===== src/hdl/nlt_pkg.sv =====
// Package for the neighbour list table: opcodes, controller states and
// the fixed field widths. No dependencies; imported by neighbor_list_table.
package nlt_pkg;

  localparam int unsigned NLT_SLOTS   = 8;
  localparam int unsigned NLT_ID_BITS = 16;

  localparam int unsigned OP_W    = 2;
  localparam int unsigned ID_W    = 16;
  localparam int unsigned EDGE_W  = 16;
  localparam int unsigned COUNT_W = 4;

  typedef enum logic [OP_W-1:0] {
    OP_ADD    = 2'd0,
    OP_REMOVE = 2'd1,
    OP_LOOKUP = 2'd2,
    OP_CLEAR  = 2'd3
  } nlt_op_e;

  typedef enum logic [2:0] {
    ST_IDLE,
    ST_RD,
    ST_CMP,
    ST_SH_RD,
    ST_SH_WR,
    ST_FIN
  } nlt_state_e;

endpackage


===== src/hdl/neighbor_list_table.sv =====
// Neighbour list table: a compacted list of (neighbour id, edge id) pairs
// held in one synchronous memory, with a sequencer for add, remove, lookup
// and clear. Depends on nlt_pkg.
//
// Usage: an item (opcode_i, neighbor_id_i, edge_id_i) is taken when in_valid_i
// and in_ready_o are both high; one result item (status_o, found_o,
// found_edge_o, entry_count_o) follows on the out channel for every item.
// Items are handled one at a time. The memory has one registered read port,
// so the scan reads and then compares each entry it examines (ST_RD, ST_CMP),
// and a remove reads and writes each entry shifted down (ST_SH_RD, ST_SH_WR).
// Clear, add on a full list and any item on an empty list go straight from
// idle to the finish state; every other item first scans the list from slot
// zero.
// The input is ready again in the cycle in which the result appears.
// The result waits in an output register; the next item is accepted while it
// waits, and the sequencer holds its finished result if the receiver stalls.
// Reset empties the list at once; slot contents are left undefined and are
// never read beyond the entry count.
module neighbor_list_table #(
  parameter int unsigned SLOTS   = nlt_pkg::NLT_SLOTS,
  parameter int unsigned ID_BITS = nlt_pkg::NLT_ID_BITS
) (
  input  logic                        clk_i,
  input  logic                        rst_ni,
  input  logic                        in_valid_i,
  output logic                        in_ready_o,
  input  logic [nlt_pkg::OP_W-1:0]    opcode_i,
  input  logic [nlt_pkg::ID_W-1:0]    neighbor_id_i,
  input  logic [nlt_pkg::EDGE_W-1:0]  edge_id_i,
  output logic                        out_valid_o,
  input  logic                        out_ready_i,
  output logic                        status_o,
  output logic                        found_o,
  output logic [nlt_pkg::EDGE_W-1:0]  found_edge_o,
  output logic [nlt_pkg::COUNT_W-1:0] entry_count_o
);
  import nlt_pkg::*;

  localparam int unsigned KEY_W = (ID_BITS < ID_W) ? ID_BITS : ID_W;
  localparam int unsigned ENT_W = KEY_W + EDGE_W;
  localparam int unsigned IDX_W = (SLOTS > 1) ? $clog2(SLOTS) : 1;
  localparam int unsigned CNT_W = $clog2(SLOTS + 1);
  localparam logic [CNT_W-1:0] FULL = CNT_W'(SLOTS);

  nlt_state_e state_q, state_d;
  nlt_op_e    op_q, op_d;
  logic [KEY_W-1:0]  key_q, key_d;
  logic [EDGE_W-1:0] edge_q, edge_d;
  logic [IDX_W-1:0]  idx_q, idx_d;
  logic [CNT_W-1:0]  count_q, count_d;

  logic              res_status_q, res_status_d;
  logic              res_found_q, res_found_d;
  logic [EDGE_W-1:0] res_edge_q, res_edge_d;

  logic                 out_valid_q, out_valid_d;
  logic                 out_status_q, out_status_d;
  logic                 out_found_q, out_found_d;
  logic [EDGE_W-1:0]    out_edge_q, out_edge_d;
  logic [COUNT_W-1:0]   out_count_q, out_count_d;

  logic [ENT_W-1:0] slot_mem_q [SLOTS];
  logic [ENT_W-1:0] rd_data_q;
  logic             mem_we, mem_re;
  logic [IDX_W-1:0] mem_waddr, mem_raddr;
  logic [ENT_W-1:0] mem_wdata;

  logic [KEY_W-1:0]  rd_key;
  logic [EDGE_W-1:0] rd_edge;
  logic [KEY_W-1:0]  in_key;
  logic              accept;
  logic              more;

  assign rd_key  = rd_data_q[ENT_W-1 -: KEY_W];
  assign rd_edge = rd_data_q[EDGE_W-1:0];
  assign in_key  = neighbor_id_i[KEY_W-1:0];
  assign accept  = in_valid_i && in_ready_o;
  assign more    = (CNT_W'(idx_q) + CNT_W'(1)) < count_q;

  always_ff @(posedge clk_i) begin
    if (mem_we) begin
      slot_mem_q[mem_waddr] <= mem_wdata;
    end
    if (mem_re) begin
      rd_data_q <= slot_mem_q[mem_raddr];
    end
  end

  always_ff @(posedge clk_i or negedge rst_ni) begin
    if (!rst_ni) begin
      state_q     <= ST_IDLE;
      count_q     <= '0;
      out_valid_q <= 1'b0;
    end else begin
      state_q     <= state_d;
      count_q     <= count_d;
      out_valid_q <= out_valid_d;
    end
  end

  always_ff @(posedge clk_i) begin
    op_q         <= op_d;
    key_q        <= key_d;
    edge_q       <= edge_d;
    idx_q        <= idx_d;
    res_status_q <= res_status_d;
    res_found_q  <= res_found_d;
    res_edge_q   <= res_edge_d;
    out_status_q <= out_status_d;
    out_found_q  <= out_found_d;
    out_edge_q   <= out_edge_d;
    out_count_q  <= out_count_d;
  end

  always_comb begin
    state_d      = state_q;
    op_d         = op_q;
    key_d        = key_q;
    edge_d       = edge_q;
    idx_d        = idx_q;
    count_d      = count_q;
    res_status_d = res_status_q;
    res_found_d  = res_found_q;
    res_edge_d   = res_edge_q;
    out_valid_d  = out_valid_q && !out_ready_i;
    out_status_d = out_status_q;
    out_found_d  = out_found_q;
    out_edge_d   = out_edge_q;
    out_count_d  = out_count_q;
    mem_we       = 1'b0;
    mem_re       = 1'b0;
    mem_waddr    = idx_q;
    mem_raddr    = idx_q;
    mem_wdata    = rd_data_q;
    in_ready_o   = 1'b0;

    case (state_q)
      ST_IDLE: begin
        in_ready_o = 1'b1;
        if (in_valid_i) begin
          op_d         = nlt_op_e'(opcode_i);
          key_d        = in_key;
          edge_d       = edge_id_i;
          idx_d        = '0;
          res_status_d = 1'b0;
          res_found_d  = 1'b0;
          res_edge_d   = '0;
          state_d      = ST_FIN;
          if (nlt_op_e'(opcode_i) == OP_CLEAR) begin
            count_d = '0;
          end else if (nlt_op_e'(opcode_i) == OP_ADD && count_q >= FULL) begin
            res_status_d = 1'b1;
          end else if (count_q == '0) begin
            if (nlt_op_e'(opcode_i) == OP_ADD) begin
              mem_we    = 1'b1;
              mem_waddr = '0;
              mem_wdata = {in_key, edge_id_i};
              count_d   = CNT_W'(1);
            end else if (nlt_op_e'(opcode_i) == OP_REMOVE) begin
              res_status_d = 1'b1;
            end
          end else begin
            state_d = ST_RD;
          end
        end
      end
      ST_RD: begin
        mem_re  = 1'b1;
        state_d = ST_CMP;
      end
      ST_CMP: begin
        if (rd_key == key_q) begin
          case (op_q)
            OP_LOOKUP: begin
              res_found_d = 1'b1;
              res_edge_d  = rd_edge;
              state_d     = ST_FIN;
            end
            OP_REMOVE: begin
              state_d = ST_SH_RD;
            end
            default: begin
              state_d = ST_FIN;
            end
          endcase
        end else if (more) begin
          idx_d   = idx_q + IDX_W'(1);
          state_d = ST_RD;
        end else begin
          state_d = ST_FIN;
          case (op_q)
            OP_ADD: begin
              mem_we    = 1'b1;
              mem_waddr = IDX_W'(count_q);
              mem_wdata = {key_q, edge_q};
              count_d   = count_q + CNT_W'(1);
            end
            OP_REMOVE: begin
              res_status_d = 1'b1;
            end
            default: begin
              res_status_d = 1'b0;
            end
          endcase
        end
      end
      ST_SH_RD: begin
        if (more) begin
          mem_re    = 1'b1;
          mem_raddr = idx_q + IDX_W'(1);
          state_d   = ST_SH_WR;
        end else begin
          count_d = count_q - CNT_W'(1);
          state_d = ST_FIN;
        end
      end
      ST_SH_WR: begin
        mem_we    = 1'b1;
        mem_waddr = idx_q;
        mem_wdata = rd_data_q;
        idx_d     = idx_q + IDX_W'(1);
        state_d   = ST_SH_RD;
      end
      ST_FIN: begin
        if (!out_valid_q || out_ready_i) begin
          out_valid_d  = 1'b1;
          out_status_d = res_status_q;
          out_found_d  = res_found_q;
          out_edge_d   = res_edge_q;
          out_count_d  = COUNT_W'(count_q);
          state_d      = ST_IDLE;
        end
      end
      default: begin
        state_d = ST_IDLE;
      end
    endcase
  end

  assign out_valid_o   = out_valid_q;
  assign status_o      = out_status_q;
  assign found_o       = out_found_q;
  assign found_edge_o  = out_edge_q;
  assign entry_count_o = out_count_q;

  a_count_bound: assert property (@(posedge clk_i) disable iff (!rst_ni)
    count_q <= FULL)
    else $error("entry count exceeds the number of slots");

  a_clear_empties: assert property (@(posedge clk_i) disable iff (!rst_ni)
    (accept && nlt_op_e'(opcode_i) == OP_CLEAR) |=> (count_q == '0))
    else $error("clear did not empty the list");

  a_found_ok: assert property (@(posedge clk_i) disable iff (!rst_ni)
    (out_valid_o && found_o) |-> !status_o)
    else $error("lookup hit reported with an error status");

  a_write_in_range: assert property (@(posedge clk_i) disable iff (!rst_ni)
    mem_we |-> (CNT_W'(mem_waddr) < FULL))
    else $error("memory write beyond the last slot");

  a_result_held: assert property (@(posedge clk_i) disable iff (!rst_ni)
    (state_q == ST_FIN && out_valid_q && !out_ready_i) |=> (state_q == ST_FIN))
    else $error("finished item dropped while the receiver stalled");

endmodule

===== config.mk =====
export PLATFORM = sky130hd
export DESIGN_NAME = neighbor_list_table
export DESIGN_NICKNAME = d
export VERILOG_FILES = /design/src/hdl/nlt_pkg.sv /design/src/hdl/neighbor_list_table.sv
export SDC_FILE = /design/constraint.sdc
export NUM_CORES = 1
export LEC_CHECK = 0
export BUFFER_PORTS_ARGS = -buffer_cell sky130_fd_sc_hd__buf_2
export CORE_MARGIN = 8
export CORE_UTILIZATION = 50
export CTS_BUF_LIST = sky130_fd_sc_hd__clkbuf_4
export CTS_CLUSTER_SIZE = 40
export DETAILED_ROUTE_END_ITERATION = 8
export GPL_TIMING_DRIVEN = 1
export MAX_ROUTING_LAYER = met4
export PLACE_DENSITY = 0.66
export REMOVE_ABC_BUFFERS = 1
export SETUP_SLACK_MARGIN = 0.2
export SLEW_MARGIN = 5
export SYNTH_ARGS = -nofsm -noshare
export SYNTH_HDL_FRONTEND = slang
export SYNTH_SLANG_ARGS = --single-unit

===== constraint.sdc =====
create_clock -name clk_i -period 4.33 [get_ports clk_i]
set_input_delay 0.2165 -clock clk_i [delete_from_list [all_inputs] [get_ports clk_i]]
set_output_delay 0.2165 -clock clk_i [all_outputs]
set_load 0.005 [all_outputs]

==> results.yml <==
placement:
  dp_slack_ns: 0.741
  dpl_cell_area_um2: 18900
  dp_hpwl_mm: 22.5
  portBuffers: 61
  place_congestion: 0.867
critical_path:
  reg2reg_setup_slack_ns: 0.74
  end_kind: "flop"
  critPathMaxFanout: 19
  crit_family: "compound AO/OA/AOI/OAI gates"
  crit_required_ns: 4.86
  path_buf_inv: 1
  crit_type: "reg2reg"
  critical_path.max_stage_delay_ns: 0.87
  slowest_stage: "a21oi_2"
  path_cells: "buf_4, and3_1, ha_1, or3_4, o22a_4, and3_4, a21oi_2, a221o_1"
  startpoint_type: "flop"
  cp.arrival_ns: 4.12
clock_network:
  clock_path_buffers: 3
  cts-root-buf: "clkbuf_4"
  cts_resized: 0
  clkSlewWorstSetupHoldPaths_ns: 0.07
  worstSkewPairLatency_ns: 0.76
  cts_tree: "built"
  post-cts-setup-buffer-count: 0
  cts_sinks: 373
  cts_made_buffers: 96
  htreeDepth: 3
  cts_hold_buffers: 38
cells_and_area:
  final_area_um2: 20400
  regArea_um2: 11200
  multi_input_area_um2: 6530
  layout.nets: 1320
  layout-drive-gt1-share: 0.223
  nFillCells: 2768
  area_growth_pct: 14.0
logic_synthesis:
  synth_seq_area_share: 0.622
  synthesis.area_um2: 17900
  ys_warn_count: 0
  syn_inst: 1120
  async_reset_ff_frac: 0.0214
  synth_edf_count: 365
  syn_area_per_cell_um2: 16.0
  yosys_register_bits: 373
  yosys.cell_types.count: 62
  ys.flop_type: "edfxtp_1"
sta:
  fmax_mhz: 278
  drv_slew: 0
  max_slew_margin: 0.213
  tns_ns: 0
  hold_slack_ns: 0.195
  worst_pin_slew_ns: 1.18
  fin_worst_skew_ns: 0.0390
  hold_viol: 0
  rsz0062_at_grt: "no"
  finalCriticalPeriod_ns: 3.59
  setup_slack_ns: 0.736
  setup_viol: 0
  fin_crit_sh: 0.830
global_route:
  antenna_found_initial: 2
  grt_pass1_wl_mm: 62.4
  grt_overflow: 0
  grt_max_degree: 137
  grt_pass1_vias: 11200
  grt.total_usage: 0.200
routing:
  postRouteWirelength_mm: 40.7
  via_per_inst: 5.90
  routedWlPerCell_um: 22.6
  drtIter0Drc: 679
  ant_nets: 0
  drc_errors: 0
  vias: 10600
  first_pass_iters: 5
flow_run:
  maxCapViolations: 0
power:
  pwr-share-clk: 0.421
  power_density_nw_per_um2: 336
  p_sw_mw: 1.45
  ir_drop_v: 0.000216
  combPwrFrac: 0.010
  p_int_mw: 5.43
  leakagePower_nw: 6.38
  seqPwrFrac: 0.569
  p_sw_frac: 0.211
die:
  fp.coreArea_um2: 35500
  initial_core_util: 0.505
  fp.dieArea_um2: 42200
  die_x_um: 205
  placementRows: 69
  fp.dieH_um: 205
  top_level_ports: 62
run_status:
  status: "complete, no violations"
hold_path:
  holdCritPathClass: "in2reg"
## worst register-to-register path: cells and delay by family (launching register included)
family / cells / cell delay, ns
AND/OR/NAND/NOR: 3 / 0.84
buffers and inverters: 1 / 0.27
flip-flops: 1 / 0.43
adder cells (fa/ha/maj): 1 / 0.23
AO/OA/AOI/OAI: 3 / 1.58
## layout by cell type (no fill, tap or decap), types with 3 or more instances in the layout
cell / n
dlygate4sd3_1: 38
buf_12: 9
and3_1: 4
inv_1: 6
a221o_1: 16
dfrtp_1: 8
a21oi_4: 5
diode_2: 3
mux2i_1: 386
nand2_1: 19
o221a_2: 15
o22ai_1: 3
nand2b_1: 20
nand3_1: 9
o21ai_0: 12
nor4_1: 6
edfxtp_1: 365
ha_1: 8
nor2_1: 14
a21o_1: 3
buf_4: 16
or3_1: 3
xor2_1: 19
clkinv_1: 24
mux4_2: 32
buf_2: 61
nand4_1: 4
a22oi_1: 4
a21oi_1: 9
clkbuf_4: 134
and2_1: 32
clkinv_2: 5
## kinds of logic after synthesis
logic type,after synthesis,share of synthesized area
multiplexers,419,0.256
flip-flops,373,0.622
AND/OR/NAND/NOR,128,0.0411
AO/OA/AOI/OAI,93,0.0424
buffers and inverters,77,0.0207
XOR/XNOR,20,0.00977
adder cells (fa/ha/maj),10,0.00740
## flip-flops by register name, indices dropped and copies added (netlist names)
signal,cells
res_status_q,1
status_o,1
idx_q,3
rd_data_q,32
slot_mem_q,256
found_edge_o,16
res_found_q,1
entry_count_o,4
op_q,2
out_valid_o,1
found_o,1
res_edge_q,16
count_q,4
state_q,3
edge_q,16
key_q,16
## per-stage QoR
stage	std cells	util	power, mW
after floorplan	1050	-	4.00
after global placement	1597	0.533	4.03
after detailed placement	1597	0.533	4.03
after CTS	1799	0.576	6.97
after global routing	1801	0.576	7.16
final	1802	0.576	6.88
## final cells by class
class                   count  area share
inverters                   7     0.00129
well taps                 461      0.0282
diodes                      3    0.000367
clock buffers             134      0.0492
repair buffers            124      0.0482
flip-flops and latches    373       0.546
multi-input cells         670       0.319
clock inverters            30     0.00710
## cells in the mapped netlist, types with 2 or more instances
library cell,instances,area share
a22oi_1,4,0.0017
buf_2,9,0.0025
edfxtp_1,365,0.61
xor2_1,19,0.0093
nor4_1,6,0.0021
buf_1,2,0.00042
dfrtp_1,8,0.011
nand4_1,4,0.0014
mux4_2,32,0.040
nor2_1,14,0.0029
or4_1,2,0.00084
nand2_1,20,0.0042
nor3_1,2,0.00056
ha_1,9,0.0063
nand2b_1,20,0.0070
a21o_1,3,0.0013
a221o_1,16,0.0089
and3_1,4,0.0014
buf_6,3,0.0019
inv_1,7,0.0015
and2_1,32,0.011
a41o_1,2,0.0011
o31ai_1,2,0.00084
clkbuf_1,43,0.0090
o21ai_0,13,0.0036
o221a_2,15,0.0094
or3_1,3,0.0010
nand3_1,9,0.0025
mux2i_1,386,0.22
o22ai_1,3,0.0010
a211o_1,2,0.00098
a21oi_1,14,0.0039
a21boi_0,4,0.0017
buf_4,13,0.0054
nor2b_1,2,0.00070
a211oi_1,2,0.00084
## per-layer routing
| layer | GRT usage | wire length, um | vias to the layer above |
|---|---|---|---|
| met2 | 0.330 | 20100 | 328 |
| met5 | - | 0 | - |
| met3 | 0.0435 | 2330 | 88 |
| li1 | - | - | 4824 |
| met1 | 0.242 | 17200 | 5400 |
| met4 | 0.0707 | 1020 | 0 |
## path summary, 6_finish.rpt
check	from	cells after the start	endpoint
worst max-delay path	idx_q[0]	8	slot_mem_q[3][2]
worst min-delay path	edge_id_i[15]	2	edge_q[15]
worst max register to register	idx_q[0]	8	slot_mem_q[3][2]
worst min register to register	res_edge_q[11]	0	found_edge_o[11]
max in group asynchronous	rst_ni	3	out_valid_o
min in group asynchronous	rst_ni	3	count_q[3]
## power groups by stage
stage               Clock [mW]  Sequential [mW]  Combinational [mW]
floorplan                    0             3.99              0.0124
detailed placement           0             3.99              0.0438
global placement             0             3.99              0.0435
CTS                       2.99             3.91              0.0710
finish                    2.89             3.91              0.0707
global route              3.17             3.91              0.0772
(Power assumes the default switching activity.)
